### src/sv/gcfa_pkg.sv
package gcfa_pkg;

  localparam int unsigned FRAC_BITS_DEF = 10;
  localparam int unsigned QUEUE_DEPTH   = 4;
  localparam int unsigned CFG_IDX_W     = 3;
  localparam int unsigned CFG_DATA_W    = 16;
  localparam logic [32:0] Q16_0025      = 33'd1638;

  typedef enum logic [CFG_IDX_W-1:0] {
    CFG_MAX_ACCEL     = 3'd0,
    CFG_MAX_DECEL     = 3'd1,
    CFG_DESIRED_SPEED = 3'd2,
    CFG_REACTION_TIME = 3'd3,
    CFG_STANDSTILL    = 3'd4,
    CFG_LEADER_DECEL  = 3'd5
  } cfg_idx_e;

  typedef struct packed {
    logic [13:0]        max_accel;
    logic signed [14:0] max_decel;
    logic [15:0]        desired_speed;
    logic [11:0]        reaction_time;
    logic [15:0]        standstill_spacing;
    logic signed [14:0] leader_decel_estimate;
  } cfg_t;

  localparam logic [13:0]        RST_MAX_ACCEL     = 14'd2048;
  localparam logic signed [14:0] RST_MAX_DECEL     = -15'sd3072;
  localparam logic [15:0]        RST_DESIRED_SPEED = 16'd20480;
  localparam logic [11:0]        RST_REACTION_TIME = 12'd717;
  localparam logic [15:0]        RST_STANDSTILL    = 16'd6656;
  localparam logic signed [14:0] RST_LEADER_DECEL  = -15'sd2560;

  function automatic logic signed [15:0] sat16(input logic signed [63:0] x);
    priority if (x > 64'sd32767) begin
      return 16'sh7fff;
    end else if (x < -64'sd32768) begin
      return 16'sh8000;
    end else begin
      return x[15:0];
    end
  endfunction

endpackage

### src/sv/gcfa_front.sv
module gcfa_front #(
  parameter int unsigned FRAC_BITS = 10,
  parameter int unsigned ITEM_W    = 127
) (
  input  logic              clk_i,
  input  logic              rst_ni,
  input  gcfa_pkg::cfg_t    cfg_i,
  input  logic              push,
  output logic              full,
  input  logic              has_leader_i,
  input  logic [15:0]       own_speed_i,
  input  logic [19:0]       gap_i,
  input  logic [15:0]       leader_speed_i,
  input  logic              mid_ready_i,
  output logic              mid_push_o,
  output logic [ITEM_W-1:0] mid_item_o
);
  import gcfa_pkg::*;

  localparam int unsigned DISTW = FRAC_BITS + 22;

  logic              f_valid_q;
  logic              adv;
  logic [11:0]       tau_s;
  logic [27:0]       vtau_d;
  logic signed [27:0] bt_d;
  logic [31:0]       nsq_d;
  logic signed [20:0] diff_d;
  logic signed [DISTW-1:0] dist_d;

  logic              lead_q;
  logic [15:0]       v_q;
  logic [31:0]       nsq_q;
  logic [27:0]       vtau_q;
  logic signed [27:0] bt_q;
  logic signed [DISTW-1:0] dist_q;

  assign tau_s  = (cfg_i.reaction_time == '0) ? 12'd1 : cfg_i.reaction_time;
  assign vtau_d = own_speed_i * tau_s;
  assign bt_d   = $signed(cfg_i.max_decel) * $signed({1'b0, tau_s});
  assign nsq_d  = leader_speed_i * leader_speed_i;
  assign diff_d = $signed({1'b0, gap_i}) - $signed({5'b0, cfg_i.standstill_spacing});
  assign dist_d = DISTW'(diff_d) <<< (FRAC_BITS + 1);

  assign adv        = !f_valid_q || mid_ready_i;
  assign full       = !adv;
  assign mid_push_o = f_valid_q && mid_ready_i;
  assign mid_item_o = {lead_q, v_q, nsq_q, vtau_q, bt_q, dist_q};

  always_ff @(posedge clk_i or negedge rst_ni) begin
    if (!rst_ni) begin
      f_valid_q <= 1'b0;
    end else if (adv) begin
      f_valid_q <= push;
    end
  end

  always_ff @(posedge clk_i) begin
    if (adv && push) begin
      lead_q <= has_leader_i;
      v_q    <= own_speed_i;
      nsq_q  <= nsq_d;
      vtau_q <= vtau_d;
      bt_q   <= bt_d;
      dist_q <= dist_d;
    end
  end
endmodule

### config.mk
export PLATFORM = sky130hd
export DESIGN_NAME = gcfa_front
export DESIGN_NICKNAME = d
export VERILOG_FILES = /design/src/sv/gcfa_pkg.sv /design/src/sv/gcfa_front.sv
export SDC_FILE = /design/constraint.sdc
export NUM_CORES = 1
export LEC_CHECK = 0
export ABC_AREA = 1
export BUFFER_PORTS_ARGS = -buffer_cell sky130_fd_sc_hd__buf_2
export CORE_UTILIZATION = 45
export CTS_CLUSTER_DIAMETER = 40
export DETAILED_ROUTE_END_ITERATION = 12
export PLACE_DENSITY = 0.66
export SETUP_SLACK_MARGIN = 0.5
export SYNTH_ARGS = -nofsm -noshare
export SYNTH_HDL_FRONTEND = slang
export SYNTH_SLANG_ARGS = --single-unit
### constraint.sdc
create_clock -name clk_i -period 6.33 [get_ports clk_i]
set_input_delay 0.3165 -clock clk_i [delete_from_list [all_inputs] [get_ports clk_i]]
set_output_delay 0.3165 -clock clk_i [all_outputs]
set_load 0.01 [all_outputs]
==> out/results.ini <==
[cells_and_area]
mostFrequentLayoutCell = inv_1
final_core_util_pct = 49.5
syn2layout_area_growth_pct = 8.84
final_area_mm2 = 0.0298
nets = 4636
layout_common_cells = 1153 x inv_1, 1045 x nand2_1, 474 x fa_1
layout-drive-gt1-share_pct = 7.75

[global_route]
met2_usage_pct = 38.9
grt_pass1_wl_mm = 110
grt_use_met1_pct = 28.6
grt_antenna_before_repair = 2
globalRouteTotalUtil_pct = 22.2
grt_max_degree = 89
gr-total-overflow = 0
grt.met3_usage_pct = 2.66
grt_pass1_vias = 22615
busiest_layer = met2

[timing]
hold_viol_final = 0
rsz0062_at_grt = false
period_minus_slack_ns = 5.17
max_clock_freq_mhz = 193
whs_ns = 0.0808
setup_violations = 0
clock-skew-final_ns = 0.0129
maxSlewHeadroom_pct = 40.0
slew_violations = 0
finalSetupTns_ns = 0
worst_pin_slew_ns = 0.898
period_share_pct = 81.7

[routing]
drc_errors = 0
ant_nets = 0
firstDrtPassIters = 5
drt-initial-drc-count = 985
wire_per_inst_um = 14.2
via_per_inst = 4.71
wirelength_mm = 64.6
num_vias = 21511

[yosys]
synth_seq_cells = 116
ys_types = 37
synth_warnings = 0
ys.flop_type = edfxtp_1
async_reset_ff_share_pct = 0.862
yosysSeqAreaShare_pct = 12.7
synth_cells = 3612
synth_edf_count = 115
syn_area_per_cell_um2 = 7.58
synthesis.area_mm2 = 0.0274

[placed_design]
post_dp_cell_area_mm2 = 0.0292
io_buffers = 215
place.gp.congestion = 0.914
dpl.hpwl_mm = 53.9

[setup_path]
crit_path_frequent_cell = fa_1
crit_type = input port to flip-flop
slowest_delay_ns = 0.56
crit_arrival_ns = 5.39
reg2reg_depth = 4
reg2reg_to = bt_q[16]
critPathCapture = nsq_q[25]
ff2ff_setup_slack_ns = 4.14
critPathLaunchType = input port
crit_path_end_kind = flip-flop
crit_required_ns = 6.54
critPathLaunch = leader_speed_i[12]
reg2reg_from = f_valid_q
crit_fanout = 16
path_cells = buf_2 > nand2_1 > fa_1 > inv_1 > fa_1 > inv_1 > fa_1 > inv_1 > fa_1 > inv_1 > fa_1 > inv_1 > fa_1 > ha_1 > nand2_1 > nor2_1 > nand2_1 > nor2_1 > nand2_1 > nand4_1 > nand2_1
cp_slowest_cell = fa_1

[clock_tree]
tritoncts = built
htreeDepth = 4
clkSinkCount = 116
cts_root_buf = clkbuf_16
path_clk_slew_ns = 0.06
numCtsBuffers = 17
postCtsSetupRepairBufs = 0
insertion_delay_ns = 0.48
clock_path_buffers = 2

[die]
fp.dieH_um = 249
core_mm2 = 0.0602
die_area_mm2 = 0.0619
row_count = 90
io_pins = 274
dieWidth_um = 249
start_util_pct = 45.5

[status]
status = completed

[min_path]
hold_depth = 3
hp-class = input port to flip-flop
min_from = push

[flow_run]
cap_violations = 0

-- critical path, delay by kind of cell --
family	cells	cell delay [ns]
adders and majority gates	7	3.39
buffers and inverters	6	0.61
and+or+nand+nor	8	1.06
-- sequential cells by signal, summed over array words and instances, names as in the netlist --
| signal | flops |
|---|---|
| f_valid_q | 1 |
| vtau_q | 28 |
| nsq_q | 31 |
| v_q | 7 |
| dist_q | 21 |
| bt_q | 28 |
-- per-layer routing --
layer	up-vias	share of wire [%]
met5	-	0.012
met4	2	2.1
met3	84	4.2
met2	413	49
met1	10407	45
li1	10605	-
-- kinds of logic (layout without fill, tap and decap cells) --
family	count (synthesis)	count (layout)	share of synthesized area, %
adder cells (fa/ha/maj)	722	722	46.0
buffers and inverters	1261	1419	17.5
flip-flops	116	116	12.7
AND/OR/NAND/NOR	1352	1352	19.9
other	1	13	0.0137
XOR/XNOR	58	58	1.85
AO/OA/AOI/OAI	102	102	2.04
-- layout make-up --
type	instances	area [um^2]
multi-input cells	2246	19200
diodes	1	2.50
clock buffers	17	425
clock inverters	14	201
well taps	782	978
repair buffers	232	1220
inverters	1156	4340
fillers	5930	30400
flip-flops and latches	116	3480
-- per-stage QoR --
| step | std cells | worst slack, ns |
|---|---|---|
| 4_1_cts | 4563 | 1.19 |
| 5_1_grt | 4563 | 0.860 |
| 2_1_floorplan | 3623 | 0.870 |
| 6_report | 4564 | 1.16 |
| 3_3_place_gp | 4531 | 0.653 |
| 3_5_place_dp | 4531 | 0.662 |
-- repair_timing --
| item | 4_1_cts | 5_1_grt |
|---|---|---|
| hold buffers | 1 | 0 |
| gates resized for setup | 0 | 0 |
| hold endpoints to repair | 1 | 0 |
-- synthesized netlist by cell type (4+ instances only) --
library cell	count	area, um^2
inv_1	1153	4330
nand2_1	1045	3920
fa_1	474	9490
ha_1	248	3100
nor2_1	120	450
edfxtp_1	115	3450
nand3_1	94	470
clkbuf_1	91	342
a21oi_1	68	340
xor2_1	44	385
nand4_1	37	231
nor3_1	16	80.1
xnor2_1	14	123
o21ai_0	13	65.1
buf_4	12	90.1
nor2_2	8	50.1
o21bai_1	7	52.6
a21o_1	6	45.0
a21boi_0	5	37.5
and2_1	4	25.0
nand2_2	4	25.0
nand3b_1	4	30.0
nor4_1	4	25.0
-- how the worst min path moves through the flow --
stage                 to  slack [ns]
2_1_floorplan  f_valid_q        0.02
5_1_grt        f_valid_q        0.09
3_3_place_gp   f_valid_q        0.09
4_1_cts        f_valid_q        0.04
6_report       f_valid_q        0.08
3_5_place_dp   f_valid_q        0.09
Power is not shown: default switching activity piles up to over one toggle a cycle in this logic, so the estimate is an artifact.
