==> config.mk <==
export PLATFORM = sky130hd
export DESIGN_NAME = gcfa_fifo
export DESIGN_NICKNAME = d
export VERILOG_FILES = /design/src/sv/gcfa_fifo.sv
export SDC_FILE = /design/constraint.sdc
export NUM_CORES = 1
export LEC_CHECK = 0
export ABC_CLOCK_PERIOD_IN_PS = 2800
export BUFFER_PORTS_ARGS = -buffer_cell sky130_fd_sc_hd__buf_2
export CORE_MARGIN = 10
export CORE_UTILIZATION = 30
export CTS_CLUSTER_DIAMETER = 80
export CTS_CLUSTER_SIZE = 20
export DETAILED_ROUTE_END_ITERATION = 7
export GPL_TIMING_DRIVEN = 0
export PLACE_DENSITY = 0.51
export RECOVER_POWER = 100
export SLEW_MARGIN = 30
export SYNTH_ARGS = -nofsm -noshare
export SYNTH_HDL_FRONTEND = slang
export SYNTH_SLANG_ARGS = --single-unit
==> constraint.sdc <==
create_clock -name clk_i -period 2.8 [get_ports clk_i]
set_input_delay 0.56 -clock clk_i [delete_from_list [all_inputs] [get_ports clk_i]]
set_output_delay 0.56 -clock clk_i [all_outputs]
set_load 0.005 [all_outputs]
==> src/sv/gcfa_fifo.sv <==
module gcfa_fifo #(
  parameter int unsigned W     = 8,
  parameter int unsigned DEPTH = 4
) (
  input  logic         clk_i,
  input  logic         rst_ni,
  input  logic         push_i,
  input  logic [W-1:0] data_i,
  input  logic         pop_i,
  output logic [W-1:0] data_o,
  output logic         empty_o,
  output logic         full_o
);
  localparam int unsigned AW = $clog2(DEPTH);

  logic [W-1:0] mem_q [DEPTH];
  logic [AW-1:0] wr_q, rd_q;
  logic [AW:0] cnt_q;
  logic do_push, do_pop;

  assign empty_o = (cnt_q == '0);
  assign full_o  = (cnt_q == (AW+1)'(DEPTH));
  assign do_pop  = pop_i && !empty_o;
  assign do_push = push_i && (!full_o || do_pop);
  assign data_o  = mem_q[rd_q];

  always_ff @(posedge clk_i or negedge rst_ni) begin
    if (!rst_ni) begin
      wr_q  <= '0;
      rd_q  <= '0;
      cnt_q <= '0;
    end else begin
      if (do_push) wr_q <= (wr_q == AW'(DEPTH-1)) ? '0 : wr_q + AW'(1);
      if (do_pop)  rd_q <= (rd_q == AW'(DEPTH-1)) ? '0 : rd_q + AW'(1);
      if (do_push && !do_pop) cnt_q <= cnt_q + (AW+1)'(1);
      else if (do_pop && !do_push) cnt_q <= cnt_q - (AW+1)'(1);
    end
  end

  always_ff @(posedge clk_i) begin
    if (do_push) mem_q[wr_q] <= data_i;
  end
endmodule

==> reports/qor.yml, run 1 <==
grt_util_met3_pct: 3.12
syn_avg_cell_area_um2: 20.5
via_per_inst: 4.24
pre_cts_slack_ns: 0.678
period_share_pct: 78.6
setup_slack_ns: 0.599
synth_top_family_by_area: "multiplexers"
cts_max_path_buffers: 2
startpoint: "rd_q[0]"
post_cts_buffers: 0
synthMuxAreaShare_pct: 15.0
dp_cells: 170
tns_ns: 0
area_growth_pct: 15.4
skew_ns: 0.00458
wl_per_cell_um: 15.0
p_per_area_nw_per_um2: 1000
clockRootBuffer: "clkbuf_8"
cts.reportedPaths.clkPinSlew_ns: 0.07
slew_viol_final: 0
firstDrtPassIters: 4
synth_cells: 79
drive_above_1_share_pct: 20.4
setup_viol: 0
wl_mm: 2.66
core_um2: 5170
yosysWarnings: 0
diodes: 0
tightestPinTransition_ns: 0.644
hold_viol: 0
globalRouteMet2Util_pct: 10.8
final_nets: 126
vias: 754
crit_arrival_ns: 1.64
start_util_pct: 31.4
holdWs_ns: 0.167
yosysUniqueCellTypes: 19
startpoint_type: "flop"
placementRows: 26
reg2reg_from: "cnt_q[0]"
grt_use_met1_pct: 6.96
grt_util_all_layers_pct: 6.61
place_congestion: 0.690
ir_worst_vdd_uv: 392
cts-htree-levels: 2
cts_tree: "done"
path_max_fanout: 10
grt_max_degree: 13
p_leak_uw: 0.000657
synth_seq_area_share_pct: 70.0
grt.overflow.total: 0
rsz0062_at_grt: "false"
die_h_um: 93.6
relSlewSlack_pct: 57.1
antenna_left: 0
cts-hold-fix-buffers: 0
required_ns: 2.24
io_pins: 22
ctsResizeCount: 0
grt_pass1_wl_mm: 4.37
port_buffers: 21
synth_seq_cells: 39
grt_pass1_vias: 856
die_w_um: 93.6
fmax_mhz: 454
crit_type: "reg2out"
antenna_found_initial: 0
hpwl_mm: 1.94
fin_cells: 178
synthAdderAreaFrac_pct: 5.86
synth_compound_area_share_pct: 1.16
clock_sinks: 39
worstSetupEndpointType: "output pin"
nFillCells: 497
outcome: "completed"
min_path_type: "in2async"
cap_violations: 0
grt_busiest_layer: "met2"
syn-num-nets: 98
route.detailed.drc: 0
syn_area_um2: 1620
dieArea_um2: 8750
min_period_ns: 2.20
cts_made_buffers: 5
synth_xor_area_share_pct: 1.62
insertion_delay_ns: 0.28
synthSimpleGateAreaFrac_pct: 4.86
drtIter0Drc: 32
## sequential cells by signal (all words and copies together) (netlist names)
name	flops
wr_q	2
rd_q	2
cnt_q	3
mem_q	32
## worst max-delay path, stage by stage, from the launching register on
cell and delay, ns:
dfrtp_1 0.35, clkbuf_2 0.33, mux4_2 0.56, clkbuf_1 0.12
## cells in the mapped netlist
master | number | area, um^2
edfxtp_1 | 32 | 961
mux4_2 | 8 | 180
dfrtp_1 | 7 | 175
ha_1 | 6 | 75.1
and2_2 | 4 | 30.0
inv_1 | 4 | 15.0
nor2_1 | 3 | 11.3
mux2_1 | 2 | 22.5
mux2_4 | 2 | 30.0
xor2_1 | 2 | 17.5
a21boi_4 | 1 | 18.8
buf_2 | 1 | 5.00
clkbuf_1 | 1 | 3.75
fa_1 | 1 | 20.0
mux2_2 | 1 | 11.3
nand2b_4 | 1 | 13.8
nor3_1 | 1 | 5.00
nor3b_4 | 1 | 18.8
xnor2_1 | 1 | 8.76
## where the power goes
part	internal [uW]	total [uW]	switching (uW)
Sequential	785	854	68.6
Clock	261	445	185
Combinational	286	575	289
## area by class of cell
class | count | area, um^2 | share of cell area (%)
sequential | 39 | 1140 | 60.7
multi-input combinational | 34 | 435 | 23.2
inverter | 4 | 15.0 | 0.802
clock buffer | 5 | 68.8 | 3.67
clock inverter | 3 | 38.8 | 2.07
buffer | 2 | 8.76 | 0.468
tap | 70 | 87.6 | 4.68
timing repair buffer | 21 | 82.6 | 4.41
## cells in the final DEF, fill, tap and decap left out, drive strengths merged
cell type and count:
edfxtp 32, clkbuf 25, mux4 8, dfrtp 7, ha 6, mux2 5
inv 4, and2 4, nor2 3, buf 3, xor2 2, clkinv 2
nor3 1, nor3b 1, a21boi 1, nand2b 1, xnor2 1, fa 1
bufinv 1
## final timing paths
check | end | slack [ns] | cells after the start
worst min-delay path | cnt_q[1] | 0.17 | 1
worst max-delay path | data_o[5] | 0.60 | 3
worst max register to register | cnt_q[1] | 0.66 | 6
min in group clk_i | cnt_q[2] | 0.50 | 1
max in group asynchronous | wr_q[0] | 2.36 | 1
worst min register to register | cnt_q[2] | 0.50 | 1
## per-stage QoR
stage / total power, uW / util (%) / cell area, um^2
floorplan: 1300 / - / 1620
global placement: 1490 / 35.1 / 1820
detailed placement: 1530 / 35.1 / 1820
CTS: 1970 / 37.2 / 1920
global route: 2010 / 36.2 / 1870
finish: 1870 / 36.2 / 1870
## routing by layer
metal | up-vias | part of all wire (%)
li1 | 358 | -
met1 | 368 | 41
met2 | 22 | 50
met3 | 6 | 7.2
met4 | 0 | 1.5
met5 | - | 0
## kinds of logic after synthesis
family,Yosys count
AOI/OAI and AO/OA,1
xor gates and xnor gates,3
adders and majority gates,7
buffers and inverters,6
DFF,39
muxes,13
and+or+nand+nor,10
Note: power is estimated with default switching activity, not from simulation.
==> run 2: changes to the inputs <==
--- a/config.mk
+++ b/config.mk
@@ -5,7 +5,7 @@
 export SDC_FILE = /design/constraint.sdc
 export NUM_CORES = 1
 export LEC_CHECK = 0
-export ABC_CLOCK_PERIOD_IN_PS = 2800
+export ABC_CLOCK_PERIOD_IN_PS = 2100
 export BUFFER_PORTS_ARGS = -buffer_cell sky130_fd_sc_hd__buf_2
 export CORE_MARGIN = 10
 export CORE_UTILIZATION = 30
==> constraint.sdc (replaced) <==
create_clock -name clk_i -period 2.1 [get_ports clk_i]
set_input_delay 0.42 -clock clk_i [delete_from_list [all_inputs] [get_ports clk_i]]
set_output_delay 0.42 -clock clk_i [all_outputs]
set_load 0.005 [all_outputs]
==> run 2 against run 1 <==
  * Core utilization grew 0.94 points
  * Setup slack worse by 0.46 ns
  * Critical path depth unchanged
  * Design area increased by 2.6%
  * Sequential share of layout area fell by 1.4 points
  * Critical path type unchanged
==> reports/qor.yml, run 2 (synthesis gave the netlist of run 1 again) <==
antenna_left: 0  # unchanged
rsz0062_at_grt: "false"
layout_commonest_cell: "edfxtp_1"
grt.overflow.total: 0  # unchanged
min_period_ns: 1.97
insertion_delay_ns: 0.28  # about the same
hpwl_mm: 1.94  # unchanged
nFillCells: 494  # -0.60%
multi_input_area_um2: 463  # +6.3%
period_share_pct: 93.6
cap_violations: 0  # unchanged
io_pins: 22  # unchanged
wl_mm: 2.71  # +1.9%
crit_arrival_ns: 1.55  # -0.09 ns
place_area_um2: 1820  # unchanged
reg_top3: "mem_q (32), cnt_q (3)"
top_register: "mem_q"
via_per_inst: 4.30  # +1.5%
final_cell_mix: "edfxtp_1, clkbuf_1, mux4_2, ha_1"
area_growth_pct: 18.4
design_area_um2: 1920  # +2.6%
cts_tree: "done"
die_w_um: 93.6  # unchanged
fmax_mhz: 509
crit_chain: "clkbuf_4 -> mux4_2 -> clkbuf_1"
antenna_found_initial: 0  # unchanged
hold_viol: 0  # unchanged
wl_per_cell_um: 15.1  # +0.78%
grt_util_all_layers_pct: 6.63  # +0.017 points
outcome: "completed"
slew_viol_final: 0  # unchanged
cts-htree-levels: 2  # unchanged
cts_made_buffers: 5  # unchanged
slowest_delay_ns: 0.53  # -0.03 ns
holdWs_ns: 0.388  # +0.221 ns
p_leak_uw: 0.000681  # +3.7%
crit_type: "reg2out"
dieArea_um2: 8750  # unchanged
cp_slowest_cell: "mux4_2"
relSlewSlack_pct: 57.1  # +0.075 points
path_max_fanout: 10  # unchanged
required_ns: 1.68  # -0.56 ns
drtIter0Drc: 31  # -3.1%
min_path_type: "in2reg"
largest_reg_flops: 32  # unchanged
cts_max_path_buffers: 2  # unchanged
die_h_um: 93.6  # unchanged
fin_cells: 180  # +1.1%
route.detailed.drc: 0  # unchanged
tns_ns: 0  # unchanged
clock_sinks: 39  # unchanged
crit_family: "multiplexers"
tightestPinTransition_ns: 0.643  # -0.00112 ns
clockRootBuffer: "clkbuf_8"
vias: 774  # +2.7%
ir_worst_vdd_uv: 585  # +49%
place_congestion: 0.690  # unchanged
grt_pass1_vias: 860  # +0.47%
setup_viol: 0  # unchanged
core_um2: 5170  # unchanged
firstDrtPassIters: 4  # unchanged
dp_cells: 170  # unchanged
worstSetupEndpointType: "output pin"
drive_above_1_share_pct: 27.3  # +6.9 points
grt_pass1_wl_mm: 4.39  # +0.32%
worst-path-buf-inv: 2  # unchanged
layout.area.seq_um2: 1140  # +0.22%
skew_ns: 0.00681  # +0.00223 ns
grt_max_degree: 13  # unchanged
final_nets: 128  # +1.6%
power.total_uw: 2570  # +37%
port_buffers: 21  # unchanged
diodes: 0  # unchanged
cts.reportedPaths.clkPinSlew_ns: 0.08  # about the same
placementRows: 26  # unchanged
p_per_area_nw_per_um2: 1340  # +34%
startpoint_type: "flop"
start_util_pct: 31.4  # unchanged
[run 2: cell type report]
cell class	count	share of cell area [%]
well taps	70	4.56
inverters	4	0.781
flip-flops and latches	39	59.2
plain buffers	2	0.651
clock inverters	3	2.02
repair buffers	23	5.08
multi-input cells	34	24.1
clock buffers	5	3.58
[run 2: path summary, 6_finish.rpt]
kind	start	endpoint	slack (ns)	depth (start not counted)
worst max-delay path	rd_q[0]	data_o[5]	0.13	3
worst min-delay path	data_i[7]	mem_q[3][7]	0.39	1
worst max register to register	cnt_q[2]	mem_q[2][1]	0.16	4
worst min register to register	cnt_q[2]	cnt_q[2]	0.52	1
max in group asynchronous	rst_ni	cnt_q[0]	1.24	2
min in group asynchronous	rst_ni	cnt_q[2]	0.56	2
[run 2: stage by stage]
step | util (%) | setup slack, ns
2_1_floorplan | - | 0.177
3_3_place_gp | 35.1 | 0.107
3_5_place_dp | 35.1 | 0.118
4_1_cts | 37.4 | 0.0725
5_1_grt | 37.2 | 0.0169
6_report | 37.2 | 0.135
[run 2: report_power, final]
part | total, uW | switching [uW] | internal [uW]
clock network | 599 | 251 | 348
logic | 814 | 390 | 425
registers | 1160 | 108 | 1050
[run 2: what timing repair did]
| action | 4_1_cts | 5_1_grt |
|---|---|---|
| hold endpoints to repair | 7 | 0 |
| hold buffers | 1 | 0 |
| setup endpoints to repair | 3 | 1 |
| gates resized for setup | 2 | 3 |
| buffers inserted | 0 | 1 |
| pin swaps | 0 | 1 |
| gates cloned | 0 | 0 |
[run 2: metal layers]
layer	vias up	part of all wire, %	track usage [%]
met1	382	41	6.96
met3	7	7.2	3.12
met5	-	0	0
met2	22	50	10.9
li1	363	-	-
met4	0	1.7	3.42
[run 2: worst reg2reg max path, stage by stage (launching register included)]
cell,delay (ns)
dfrtp_1,0.42
nor3b_4,0.18
a21boi_4,0.14
clkbuf_1,0.26
and2_0,0.58
