--- src/sv/gcfa_pkg.sv ---
package gcfa_pkg;

  localparam int unsigned FRAC_BITS_DEF = 10;
  localparam int unsigned QUEUE_DEPTH   = 4;
  localparam int unsigned CFG_IDX_W     = 3;
  localparam int unsigned CFG_DATA_W    = 16;
  localparam logic [32:0] Q16_0025      = 33'd1638;

  typedef enum logic [CFG_IDX_W-1:0] {
    CFG_MAX_ACCEL     = 3'd0,
    CFG_MAX_DECEL     = 3'd1,
    CFG_DESIRED_SPEED = 3'd2,
    CFG_REACTION_TIME = 3'd3,
    CFG_STANDSTILL    = 3'd4,
    CFG_LEADER_DECEL  = 3'd5
  } cfg_idx_e;

  typedef struct packed {
    logic [13:0]        max_accel;
    logic signed [14:0] max_decel;
    logic [15:0]        desired_speed;
    logic [11:0]        reaction_time;
    logic [15:0]        standstill_spacing;
    logic signed [14:0] leader_decel_estimate;
  } cfg_t;

  localparam logic [13:0]        RST_MAX_ACCEL     = 14'd2048;
  localparam logic signed [14:0] RST_MAX_DECEL     = -15'sd3072;
  localparam logic [15:0]        RST_DESIRED_SPEED = 16'd20480;
  localparam logic [11:0]        RST_REACTION_TIME = 12'd717;
  localparam logic [15:0]        RST_STANDSTILL    = 16'd6656;
  localparam logic signed [14:0] RST_LEADER_DECEL  = -15'sd2560;

  function automatic logic signed [15:0] sat16(input logic signed [63:0] x);
    priority if (x > 64'sd32767) begin
      return 16'sh7fff;
    end else if (x < -64'sd32768) begin
      return 16'sh8000;
    end else begin
      return x[15:0];
    end
  endfunction

endpackage

--- src/sv/gcfa_div.sv ---
module gcfa_div #(
  parameter int unsigned NW = 32,
  parameter int unsigned DW = 16,
  parameter int unsigned TW = 1
) (
  input  logic          clk_i,
  input  logic          rst_ni,
  input  logic          en_i,
  input  logic          valid_i,
  input  logic [NW-1:0] dvd_i,
  input  logic [DW-1:0] dvs_i,
  input  logic [TW-1:0] tag_i,
  output logic          valid_o,
  output logic [NW-1:0] quo_o,
  output logic [DW-1:0] rem_o,
  output logic [TW-1:0] tag_o
);
  // one quotient bit per stage; dividend bits shift out the top of wk
  // while quotient bits shift in at the bottom
  logic          vld [NW+1];
  logic [NW-1:0] wk  [NW+1];
  logic [DW-1:0] rm  [NW+1];
  logic [DW-1:0] ds  [NW+1];
  logic [TW-1:0] tg  [NW+1];

  assign vld[0] = valid_i;
  assign wk[0]  = dvd_i;
  assign rm[0]  = '0;
  assign ds[0]  = dvs_i;
  assign tg[0]  = tag_i;

  for (genvar s = 0; s < NW; s++) begin : g_stage
    logic [DW:0] part;
    logic [DW:0] diff;
    logic        ge;

    assign part = {rm[s], wk[s][NW-1]};
    assign diff = part - {1'b0, ds[s]};
    assign ge   = (part >= {1'b0, ds[s]});

    always_ff @(posedge clk_i or negedge rst_ni) begin
      if (!rst_ni) begin
        vld[s+1] <= 1'b0;
      end else if (en_i) begin
        vld[s+1] <= vld[s];
      end
    end

    always_ff @(posedge clk_i) begin
      if (en_i) begin
        wk[s+1] <= {wk[s][NW-2:0], ge};
        rm[s+1] <= ge ? diff[DW-1:0] : part[DW-1:0];
        ds[s+1] <= ds[s];
        tg[s+1] <= tg[s];
      end
    end
  end

  assign valid_o = vld[NW];
  assign quo_o   = wk[NW];
  assign rem_o   = rm[NW];
  assign tag_o   = tg[NW];
endmodule

--- src/sv/gcfa_sqrt.sv ---
module gcfa_sqrt #(
  parameter int unsigned OW = 16,
  parameter int unsigned TW = 1
) (
  input  logic            clk_i,
  input  logic            rst_ni,
  input  logic            en_i,
  input  logic            valid_i,
  input  logic [2*OW-1:0] rad_i,
  input  logic [TW-1:0]   tag_i,
  output logic            valid_o,
  output logic [OW-1:0]   root_o,
  output logic [TW-1:0]   tag_o
);
  // floor square root, one result bit per stage
  logic            vld [OW+1];
  logic [2*OW-1:0] xs  [OW+1];
  logic [OW:0]     rm  [OW+1];
  logic [OW-1:0]   rt  [OW+1];
  logic [TW-1:0]   tg  [OW+1];

  assign vld[0] = valid_i;
  assign xs[0]  = rad_i;
  assign rm[0]  = '0;
  assign rt[0]  = '0;
  assign tg[0]  = tag_i;

  for (genvar s = 0; s < OW; s++) begin : g_stage
    logic [OW+2:0] part;
    logic [OW+2:0] trial;
    logic [OW+2:0] diff;
    logic          ge;

    assign part  = {rm[s], xs[s][2*OW-1 -: 2]};
    assign trial = {1'b0, rt[s], 2'b01};
    assign diff  = part - trial;
    assign ge    = (part >= trial);

    always_ff @(posedge clk_i or negedge rst_ni) begin
      if (!rst_ni) begin
        vld[s+1] <= 1'b0;
      end else if (en_i) begin
        vld[s+1] <= vld[s];
      end
    end

    always_ff @(posedge clk_i) begin
      if (en_i) begin
        xs[s+1] <= xs[s] << 2;
        rm[s+1] <= ge ? diff[OW:0] : part[OW:0];
        rt[s+1] <= {rt[s][OW-2:0], ge};
        tg[s+1] <= tg[s];
      end
    end
  end

  assign valid_o = vld[OW];
  assign root_o  = rt[OW];
  assign tag_o   = tg[OW];
endmodule

--- src/sv/gcfa_back.sv ---
module gcfa_back #(
  parameter int unsigned FRAC_BITS = 10,
  parameter int unsigned ITEM_W    = 127
) (
  input  logic               clk_i,
  input  logic               rst_ni,
  input  gcfa_pkg::cfg_t     cfg_i,
  input  logic               in_valid_i,
  input  logic [ITEM_W-1:0]  in_item_i,
  output logic               in_pop_o,
  input  logic               out_ready_i,
  output logic               out_push_o,
  output logic signed [15:0] acc_o,
  output logic               inv_o
);
  import gcfa_pkg::*;

  localparam int unsigned DISTW = FRAC_BITS + 22;
  localparam int unsigned NQW   = FRAC_BITS + 32;
  localparam int unsigned T1W   = DISTW + 74;
  localparam int unsigned XW    = NQW + 3;
  localparam int unsigned RW    = XW + 16;
  localparam int unsigned OW2   = RW / 2;
  localparam int unsigned MAGW  = (OW2 > FRAC_BITS + 16) ? OW2 : FRAC_BITS + 16;
  localparam int unsigned OW1   = 25;

  logic en;
  assign en       = out_ready_i;
  assign in_pop_o = en && in_valid_i;

  // static configuration, sanitized
  logic [11:0]       tau_s;
  logic [15:0]       vdes_s;
  logic signed [14:0] bh_s;
  logic [15:0]       bh_mag;
  logic              bh_neg;
  assign tau_s  = (cfg_i.reaction_time == '0) ? 12'd1 : cfg_i.reaction_time;
  assign vdes_s = (cfg_i.desired_speed == '0) ? 16'd1 : cfg_i.desired_speed;
  assign bh_s   = (cfg_i.leader_decel_estimate == '0) ? -15'sd1 : cfg_i.leader_decel_estimate;
  assign bh_neg = bh_s[14];
  assign bh_mag = bh_neg ? (16'd0 - {bh_s[14], bh_s}) : {1'b0, bh_s};

  // item from the front
  logic              i_lead;
  logic [15:0]       i_v;
  logic [31:0]       i_nsq;
  logic [27:0]       i_vtau;
  logic [27:0]       i_bt;
  logic [DISTW-1:0]  i_dist;
  assign {i_lead, i_v, i_nsq, i_vtau, i_bt, i_dist} = in_item_i;

  // leader speed term: (vl^2 << F) / |bh|
  logic              d1_valid;
  logic [NQW-1:0]    d1_quo;
  logic [14:0]       d1_rem;
  logic [T1W-1:0]    d1_tag;
  gcfa_div #(.NW(NQW), .DW(15), .TW(T1W)) u_div_lq (
    .clk_i, .rst_ni, .en_i(en), .valid_i(in_valid_i),
    .dvd_i({i_nsq, FRAC_BITS'(0)}), .dvs_i(bh_mag[14:0]),
    .tag_i({i_lead, i_v, i_vtau, i_bt, i_dist, bh_neg}),
    .valid_o(d1_valid), .quo_o(d1_quo), .rem_o(d1_rem), .tag_o(d1_tag)
  );

  logic              t1_lead;
  logic [15:0]       t1_v;
  logic [27:0]       t1_vtau;
  logic signed [27:0] t1_bt;
  logic signed [DISTW-1:0] t1_dist;
  logic              t1_neg;
  logic signed [NQW:0] lq;
  logic signed [XW-1:0] x_d;
  logic signed [55:0] bt2_d;
  assign {t1_lead, t1_v, t1_vtau, t1_bt, t1_dist, t1_neg} = d1_tag;
  assign lq    = t1_neg ? -$signed({1'b0, d1_quo}) : $signed({1'b0, d1_quo});
  assign x_d   = XW'(t1_dist) - XW'($signed({1'b0, t1_vtau})) - XW'(lq);
  assign bt2_d = t1_bt * t1_bt;

  logic              xs_valid_q, xs_lead_q;
  logic [15:0]       xs_v_q;
  logic signed [XW-1:0] xs_x_q;
  logic signed [55:0] xs_bt2_q;

  // radicand
  logic signed [XW+14:0] bx;
  logic signed [RW-1:0]  rad_d;
  assign bx    = $signed(cfg_i.max_decel) * xs_x_q;
  assign rad_d = RW'($signed({1'b0, xs_bt2_q})) - RW'(bx);

  logic              rs_valid_q, rs_lead_q, rs_neg_q;
  logic [15:0]       rs_v_q;
  logic signed [RW-1:0] rs_rad_q;

  logic              s2_valid;
  logic [OW2-1:0]    s2_root;
  logic [17:0]       s2_tag;
  gcfa_sqrt #(.OW(OW2), .TW(18)) u_sqrt_brk (
    .clk_i, .rst_ni, .en_i(en), .valid_i(rs_valid_q),
    .rad_i(rs_neg_q ? '0 : rs_rad_q[2*OW2-1:0]),
    .tag_i({rs_lead_q, rs_v_q, rs_neg_q}),
    .valid_o(s2_valid), .root_o(s2_root), .tag_o(s2_tag)
  );

  logic              t2_lead, t2_neg;
  logic [15:0]       t2_v;
  logic signed [MAGW:0] num_d;
  assign {t2_lead, t2_v, t2_neg} = s2_tag;
  assign num_d = (MAGW+1)'($signed({1'b0, s2_root}))
               - (MAGW+1)'($signed({1'b0, t2_v, FRAC_BITS'(0)}));

  logic              ns_valid_q, ns_lead_q, ns_neg_q, ns_sgn_q;
  logic [15:0]       ns_v_q;
  logic [MAGW-1:0]   ns_mag_q;
  logic signed [MAGW:0] num_abs;
  assign num_abs = num_d[MAGW] ? -num_d : num_d;

  logic              d3_valid;
  logic [MAGW-1:0]   d3_quo;
  logic [11:0]       d3_rem;
  logic [18:0]       d3_tag;
  gcfa_div #(.NW(MAGW), .DW(12), .TW(19)) u_div_tau (
    .clk_i, .rst_ni, .en_i(en), .valid_i(ns_valid_q),
    .dvd_i(ns_mag_q), .dvs_i(tau_s),
    .tag_i({ns_lead_q, ns_v_q, ns_neg_q, ns_sgn_q}),
    .valid_o(d3_valid), .quo_o(d3_quo), .rem_o(d3_rem), .tag_o(d3_tag)
  );

  logic              t3_lead, t3_neg, t3_sgn;
  logic [15:0]       t3_v;
  logic signed [MAGW+1:0] qf;
  logic signed [MAGW+2:0] acc2_d;
  assign {t3_lead, t3_v, t3_neg, t3_sgn} = d3_tag;
  // floor for a negative numerator: round the magnitude up
  assign qf = t3_sgn ? -$signed({2'b0, d3_quo} + (MAGW+2)'(d3_rem != '0))
                     : $signed({2'b0, d3_quo});
  assign acc2_d = (MAGW+3)'($signed(cfg_i.max_decel)) + (MAGW+3)'(qf);

  logic              a2_valid_q, a2_lead_q, a2_neg_q;
  logic [15:0]       a2_v_q;
  logic signed [15:0] a2_acc2_q;

  // speed ratio v/V in Q16
  logic              d4_valid;
  logic [31:0]       d4_quo;
  logic [15:0]       d4_rem;
  logic [17:0]       d4_tag;
  gcfa_div #(.NW(32), .DW(16), .TW(18)) u_div_ratio (
    .clk_i, .rst_ni, .en_i(en), .valid_i(a2_valid_q),
    .dvd_i({a2_v_q, 16'd0}), .dvs_i(vdes_s),
    .tag_i({a2_lead_q, a2_neg_q, a2_acc2_q}),
    .valid_o(d4_valid), .quo_o(d4_quo), .rem_o(d4_rem), .tag_o(d4_tag)
  );

  logic signed [33:0] om_d;
  logic [48:0]       sarg_d;
  assign om_d   = 34'sd65536 - $signed({2'b0, d4_quo});
  assign sarg_d = {({1'b0, d4_quo} + Q16_0025), 16'd0};

  logic              ss_valid_q;
  logic [17:0]       ss_tag_q;
  logic signed [33:0] ss_om_q;
  logic [48:0]       ss_sarg_q;

  logic              s1_valid;
  logic [OW1-1:0]    s1_root;
  logic [51:0]       s1_tag;
  gcfa_sqrt #(.OW(OW1), .TW(52)) u_sqrt_free (
    .clk_i, .rst_ni, .en_i(en), .valid_i(ss_valid_q),
    .rad_i({1'b0, ss_sarg_q}), .tag_i({ss_tag_q, ss_om_q}),
    .valid_o(s1_valid), .root_o(s1_root), .tag_o(s1_tag)
  );

  logic [17:0]       t5_tag;
  logic signed [33:0] t5_om;
  logic signed [59:0] pprod;
  assign {t5_tag, t5_om} = s1_tag;
  assign pprod = t5_om * $signed({1'b0, s1_root});

  logic              ps_valid_q;
  logic [17:0]       ps_tag_q;
  logic signed [43:0] ps_p_q;

  logic [16:0]       a5;
  logic signed [61:0] aprod;
  logic signed [44:0] acc1_d;
  assign a5     = {1'b0, cfg_i.max_accel, 2'b0} + {3'b0, cfg_i.max_accel};
  assign aprod  = ps_p_q * $signed({1'b0, a5});
  assign acc1_d = aprod[61:17];

  logic              as_valid_q;
  logic [17:0]       as_tag_q;
  logic signed [15:0] as_acc1_q;

  logic              f_lead, f_neg;
  logic signed [15:0] f_acc2;
  logic signed [15:0] fin_acc;
  assign {f_lead, f_neg, f_acc2} = as_tag_q;

  // saturation is monotonic, so the minimum of saturated candidates matches
  always_comb begin
    priority if (!f_lead) begin
      fin_acc = $signed({2'b0, cfg_i.max_accel});
    end else if (f_neg) begin
      fin_acc = as_acc1_q;
    end else begin
      fin_acc = (f_acc2 < as_acc1_q) ? f_acc2 : as_acc1_q;
    end
  end

  logic              o_valid_q;
  assign out_push_o = en && o_valid_q;

  always_ff @(posedge clk_i or negedge rst_ni) begin
    if (!rst_ni) begin
      xs_valid_q <= 1'b0;
      rs_valid_q <= 1'b0;
      ns_valid_q <= 1'b0;
      a2_valid_q <= 1'b0;
      ss_valid_q <= 1'b0;
      ps_valid_q <= 1'b0;
      as_valid_q <= 1'b0;
      o_valid_q  <= 1'b0;
    end else if (en) begin
      xs_valid_q <= d1_valid;
      rs_valid_q <= xs_valid_q;
      ns_valid_q <= s2_valid;
      a2_valid_q <= d3_valid;
      ss_valid_q <= d4_valid;
      ps_valid_q <= s1_valid;
      as_valid_q <= ps_valid_q;
      o_valid_q  <= as_valid_q;
    end
  end

  always_ff @(posedge clk_i) begin
    if (en) begin
      xs_lead_q <= t1_lead;
      xs_v_q    <= t1_v;
      xs_x_q    <= x_d;
      xs_bt2_q  <= bt2_d;

      rs_lead_q <= xs_lead_q;
      rs_v_q    <= xs_v_q;
      rs_rad_q  <= rad_d;
      rs_neg_q  <= rad_d[RW-1];

      ns_lead_q <= t2_lead;
      ns_v_q    <= t2_v;
      ns_neg_q  <= t2_neg;
      ns_sgn_q  <= num_d[MAGW];
      ns_mag_q  <= num_abs[MAGW-1:0];

      a2_lead_q <= t3_lead;
      a2_v_q    <= t3_v;
      a2_neg_q  <= t3_neg;
      a2_acc2_q <= sat16(64'(acc2_d));

      ss_tag_q  <= d4_tag;
      ss_om_q   <= om_d;
      ss_sarg_q <= sarg_d;

      ps_tag_q  <= t5_tag;
      ps_p_q    <= pprod[59:16];

      as_tag_q  <= ps_tag_q;
      as_acc1_q <= sat16(64'(acc1_d));

      acc_o     <= fin_acc;
      inv_o     <= f_lead && f_neg;
    end
  end
endmodule

--- config.mk ---
export PLATFORM = sky130hd
export DESIGN_NAME = gcfa_back
export DESIGN_NICKNAME = d
export VERILOG_FILES = /design/src/sv/gcfa_pkg.sv /design/src/sv/gcfa_div.sv /design/src/sv/gcfa_sqrt.sv /design/src/sv/gcfa_back.sv
export SDC_FILE = /design/constraint.sdc
export NUM_CORES = 1
export LEC_CHECK = 0
export BUFFER_PORTS_ARGS = -buffer_cell sky130_fd_sc_hd__buf_2
export CAP_MARGIN = 20
export CORE_MARGIN = 4
export CORE_UTILIZATION = 54
export CTS_CLUSTER_DIAMETER = 40
export DETAILED_ROUTE_END_ITERATION = 10
export PLACE_DENSITY_LB_ADDON = 0.08
export SETUP_SLACK_MARGIN = 0.1
export SLEW_MARGIN = 20
export SYNTH_ARGS = -nofsm -noshare
export SYNTH_HDL_FRONTEND = slang
export SYNTH_SLANG_ARGS = --single-unit
--- constraint.sdc ---
create_clock -name clk_i -period 1.25 [get_ports clk_i]
set_input_delay 0 -clock clk_i [delete_from_list [all_inputs] [get_ports clk_i]]
set_output_delay 0 -clock clk_i [all_outputs]
set_load 0.02 [all_outputs]
==> results.json <==
{
  "status": "completed",
  "grt.busiest_layer": "met2",
  "cts_tree": "built",
  "via_per_inst": 4.97,
  "startpoint_type": "register",
  "grt_pass1_vias": 3385,
  "synthMuxAreaShare_pct": 31.9,
  "clk_path_buf_depth": 2,
  "cts_max_level": 4,
  "synth_area_leaders": "dfrtp_1 (59%), mux2_4 (21%), mux2_2 (11%)",
  "clock-root-buffer": "clkbuf_16",
  "synth-simple-area-share_pct": 0.177,
  "use_met2_pct": 21.1,
  "antenna_cells": 0,
  "place_inst": 569,
  "min_to": "u_div_tau.vld[24]",
  "worstHoldStart": "out_ready_i",
  "postCtsSetupBuffers": 0,
  "arrival_ns": 1.09,
  "path_cells": "and2_1, buf_2",
  "dieArea_um2": 15000,
  "layout_commonest_cell": "dfrtp_1",
  "hold_depth": 2,
  "yosys.area.top_type": "dfrtp_1",
  "portBuffers": 33,
  "drive_above_1_share_pct": 54.5,
  "clk_pin_slew_ns": 0.06,
  "globalplace.congestion": 0.649,
  "cts_resized": 0,
  "die-height_um": 122,
  "final_core_util_pct": 64.5,
  "stdcell_count": 618,
  "r2r-start": "u_div_ratio.vld[12]",
  "dr.pass1.iters": 4,
  "leakagePower_nw": 4.18,
  "synth_xor_xnor_area_share_pct": 0,
  "grt_pass1_wl_mm": 16.3,
  "slew_violations": 0,
  "tns_ns": 0,
  "yosys.area_share.adder_pct": 0,
  "synth_top_family_by_area": "multiplexers",
  "coreArea_um2": 12700,
  "cts_buffers": 17,
  "floorplan.die.width_um": 122,
  "cpMaxStageDelayCell": "dfrtp_1",
  "r2r_slack_ns": 0.46,
  "io_pins": 238,
  "yosysTopAreaCellShare_pct": 59.1,
  "crit_buf_inv": 1,
  "avgSynthCellArea_um2": 19.0,
  "critPathKind": "register to output pin",
  "yosys_register_bits": 181,
  "rsz0062_at_grt": "false",
  "ys_warn_count": 0,
  "postSynthCellCount": 373,
  "cp_max_fo": 2,
  "grt.total_usage_pct": 14.0,
  "use_met3_pct": 4.15,
  "r2r_cells": 1,
  "num_vias": 3069,
  "slowest_delay_ns": 0.37,
  "fin_skew_ns": 0.00532,
  "drv_cap": 0,
  "crit_family": "flip-flops",
  "antenna_left": 0,
  "rr_endpoint": "u_div_ratio.vld[12]",
  "antenna_found_initial": 0,
  "hold_violations": 0,
  "grt_overflow_total": 0,
  "period_share_pct": 87.0,
  "wl_mm": 9.22,
  "postLayoutCellArea_um2": 8210,
  "finish.net_count": 652,
  "hpwl_mm": 5.29,
  "clk_latency_ns": 0.41,
  "initial_utilization_pct": 55.6,
  "endpoint_kind": "output pin",
  "fmax_mhz": 920,
  "globalRouteMet1Util_pct": 18.9,
  "synthDistinctLibCells": 9,
  "min_period_ns": 1.09,
  "peakVddDrop_mv": 1.07,
  "initialDrtViolationCount": 143,
  "syn_area_um2": 7080,
  "clock-sinks": 181,
  "area_growth_pct": 16.0,
  "fp-row-count": 41,
  "final_cell_mix": "dfrtp_1 (167), mux2_4 (100), mux2_2 (67)",
  "yosysSeqAreaShare_pct": 65.0,
  "fillers": 939,
  "drc": 0,
  "grt_max_degree": 62,
  "p_per_area_nw_per_um2": 1560,
  "hold_path_class": "input pin to register",
  "critPathRequiredTime_ns": 1.25,
  "synth_compound_area_share_pct": 0,
  "setup_violations": 0,
  "wl_per_cell_um": 14.9,
  "postPlaceCellArea_um2": 7470
}
-- worst max-delay path by stage --
stage | start | endpoint | slack (ns) | cells past startpoint
after floorplan | out_ready_i | o_valid_q | 0.42 | 4
after global placement | out_ready_i | u_div_ratio.vld[6] | 0.26 | 3
after detailed placement | out_ready_i | u_div_ratio.valid_o | 0.24 | 3
after CTS | o_valid_q | out_push_o | 0.13 | 2
after global routing | o_valid_q | out_push_o | 0.12 | 2
final | o_valid_q | out_push_o | 0.16 | 2
-- metrics by stage --
stage	total power [W]	worst slack, ns	hold WS [ns]
6_report	0.0128	0.163	0.0419
5_1_grt	0.0134	0.119	0.0288
4_1_cts	0.0130	0.127	0.0243
3_5_place_dp	0.00788	0.243	-0.172
3_3_place_gp	0.00785	0.261	-0.173
2_1_floorplan	0.00756	0.417	-0.296
-- timing repair --
item                       CTS  global route
hold buffers                17             0
hold endpoints to repair   182             0
setup endpoints to repair    0             0
-- registers in the layout (all words and copies together) (netlist names) --
signal	count
u_div_lq.valid_o	1
xs_valid_q	1
u_div_lq.vld	41
a2_valid_q	1
u_div_ratio.vld	31
u_sqrt_brk.valid_o	1
u_div_tau.vld	29
o_valid_q	1
ns_valid_q	1
as_valid_q	1
ss_valid_q	1
u_sqrt_free.vld	24
u_div_tau.valid_o	1
u_div_ratio.valid_o	1
acc_o	14
u_sqrt_brk.vld	29
u_sqrt_free.valid_o	1
ps_valid_q	1
rs_valid_q	1
-- synthesized netlist by cell type --
cell type and number:
edfxtp_1 14, conb_1 1, and2_1 2, mux2_4 100, mux2_2 67, dfrtp_1 167, buf_4 3, buf_2 5
buf_6 14
-- layout make-up --
cell class | count | area [µm²] | share of cell area, %
clock inverters | 12 | 103 | 1.25
clock buffers | 20 | 467 | 5.69
repair buffers | 61 | 546 | 6.65
well taps | 172 | 215 | 2.62
flip-flops and latches | 181 | 4600 | 56.0
multi-input cells | 172 | 2280 | 27.8
-- report_power, final --
part / internal [W] / switching (W) / total (W)
sequential: 0.00637 / 0.000237 / 0.00661
clock: 0.00289 / 0.00212 / 0.00502
combinational: 0.000770 / 0.000433 / 0.00120
-- routing by layer --
metal | up-vias | part of all wire, % | wire length (µm)
li1 | 1423 | - | -
met1 | 1609 | 47 | 4370
met2 | 24 | 48 | 4460
met3 | 13 | 2.4 | 221
met4 | 0 | 1.8 | 169
met5 | - | 0 | 0
-- kinds of logic after synthesis --
family / after synthesis
DFF: 181
and+or+nand+nor: 2
other: 1
buffers and inverters: 22
muxes: 167
No activity file was read; power rests on OpenSTA's default activity.
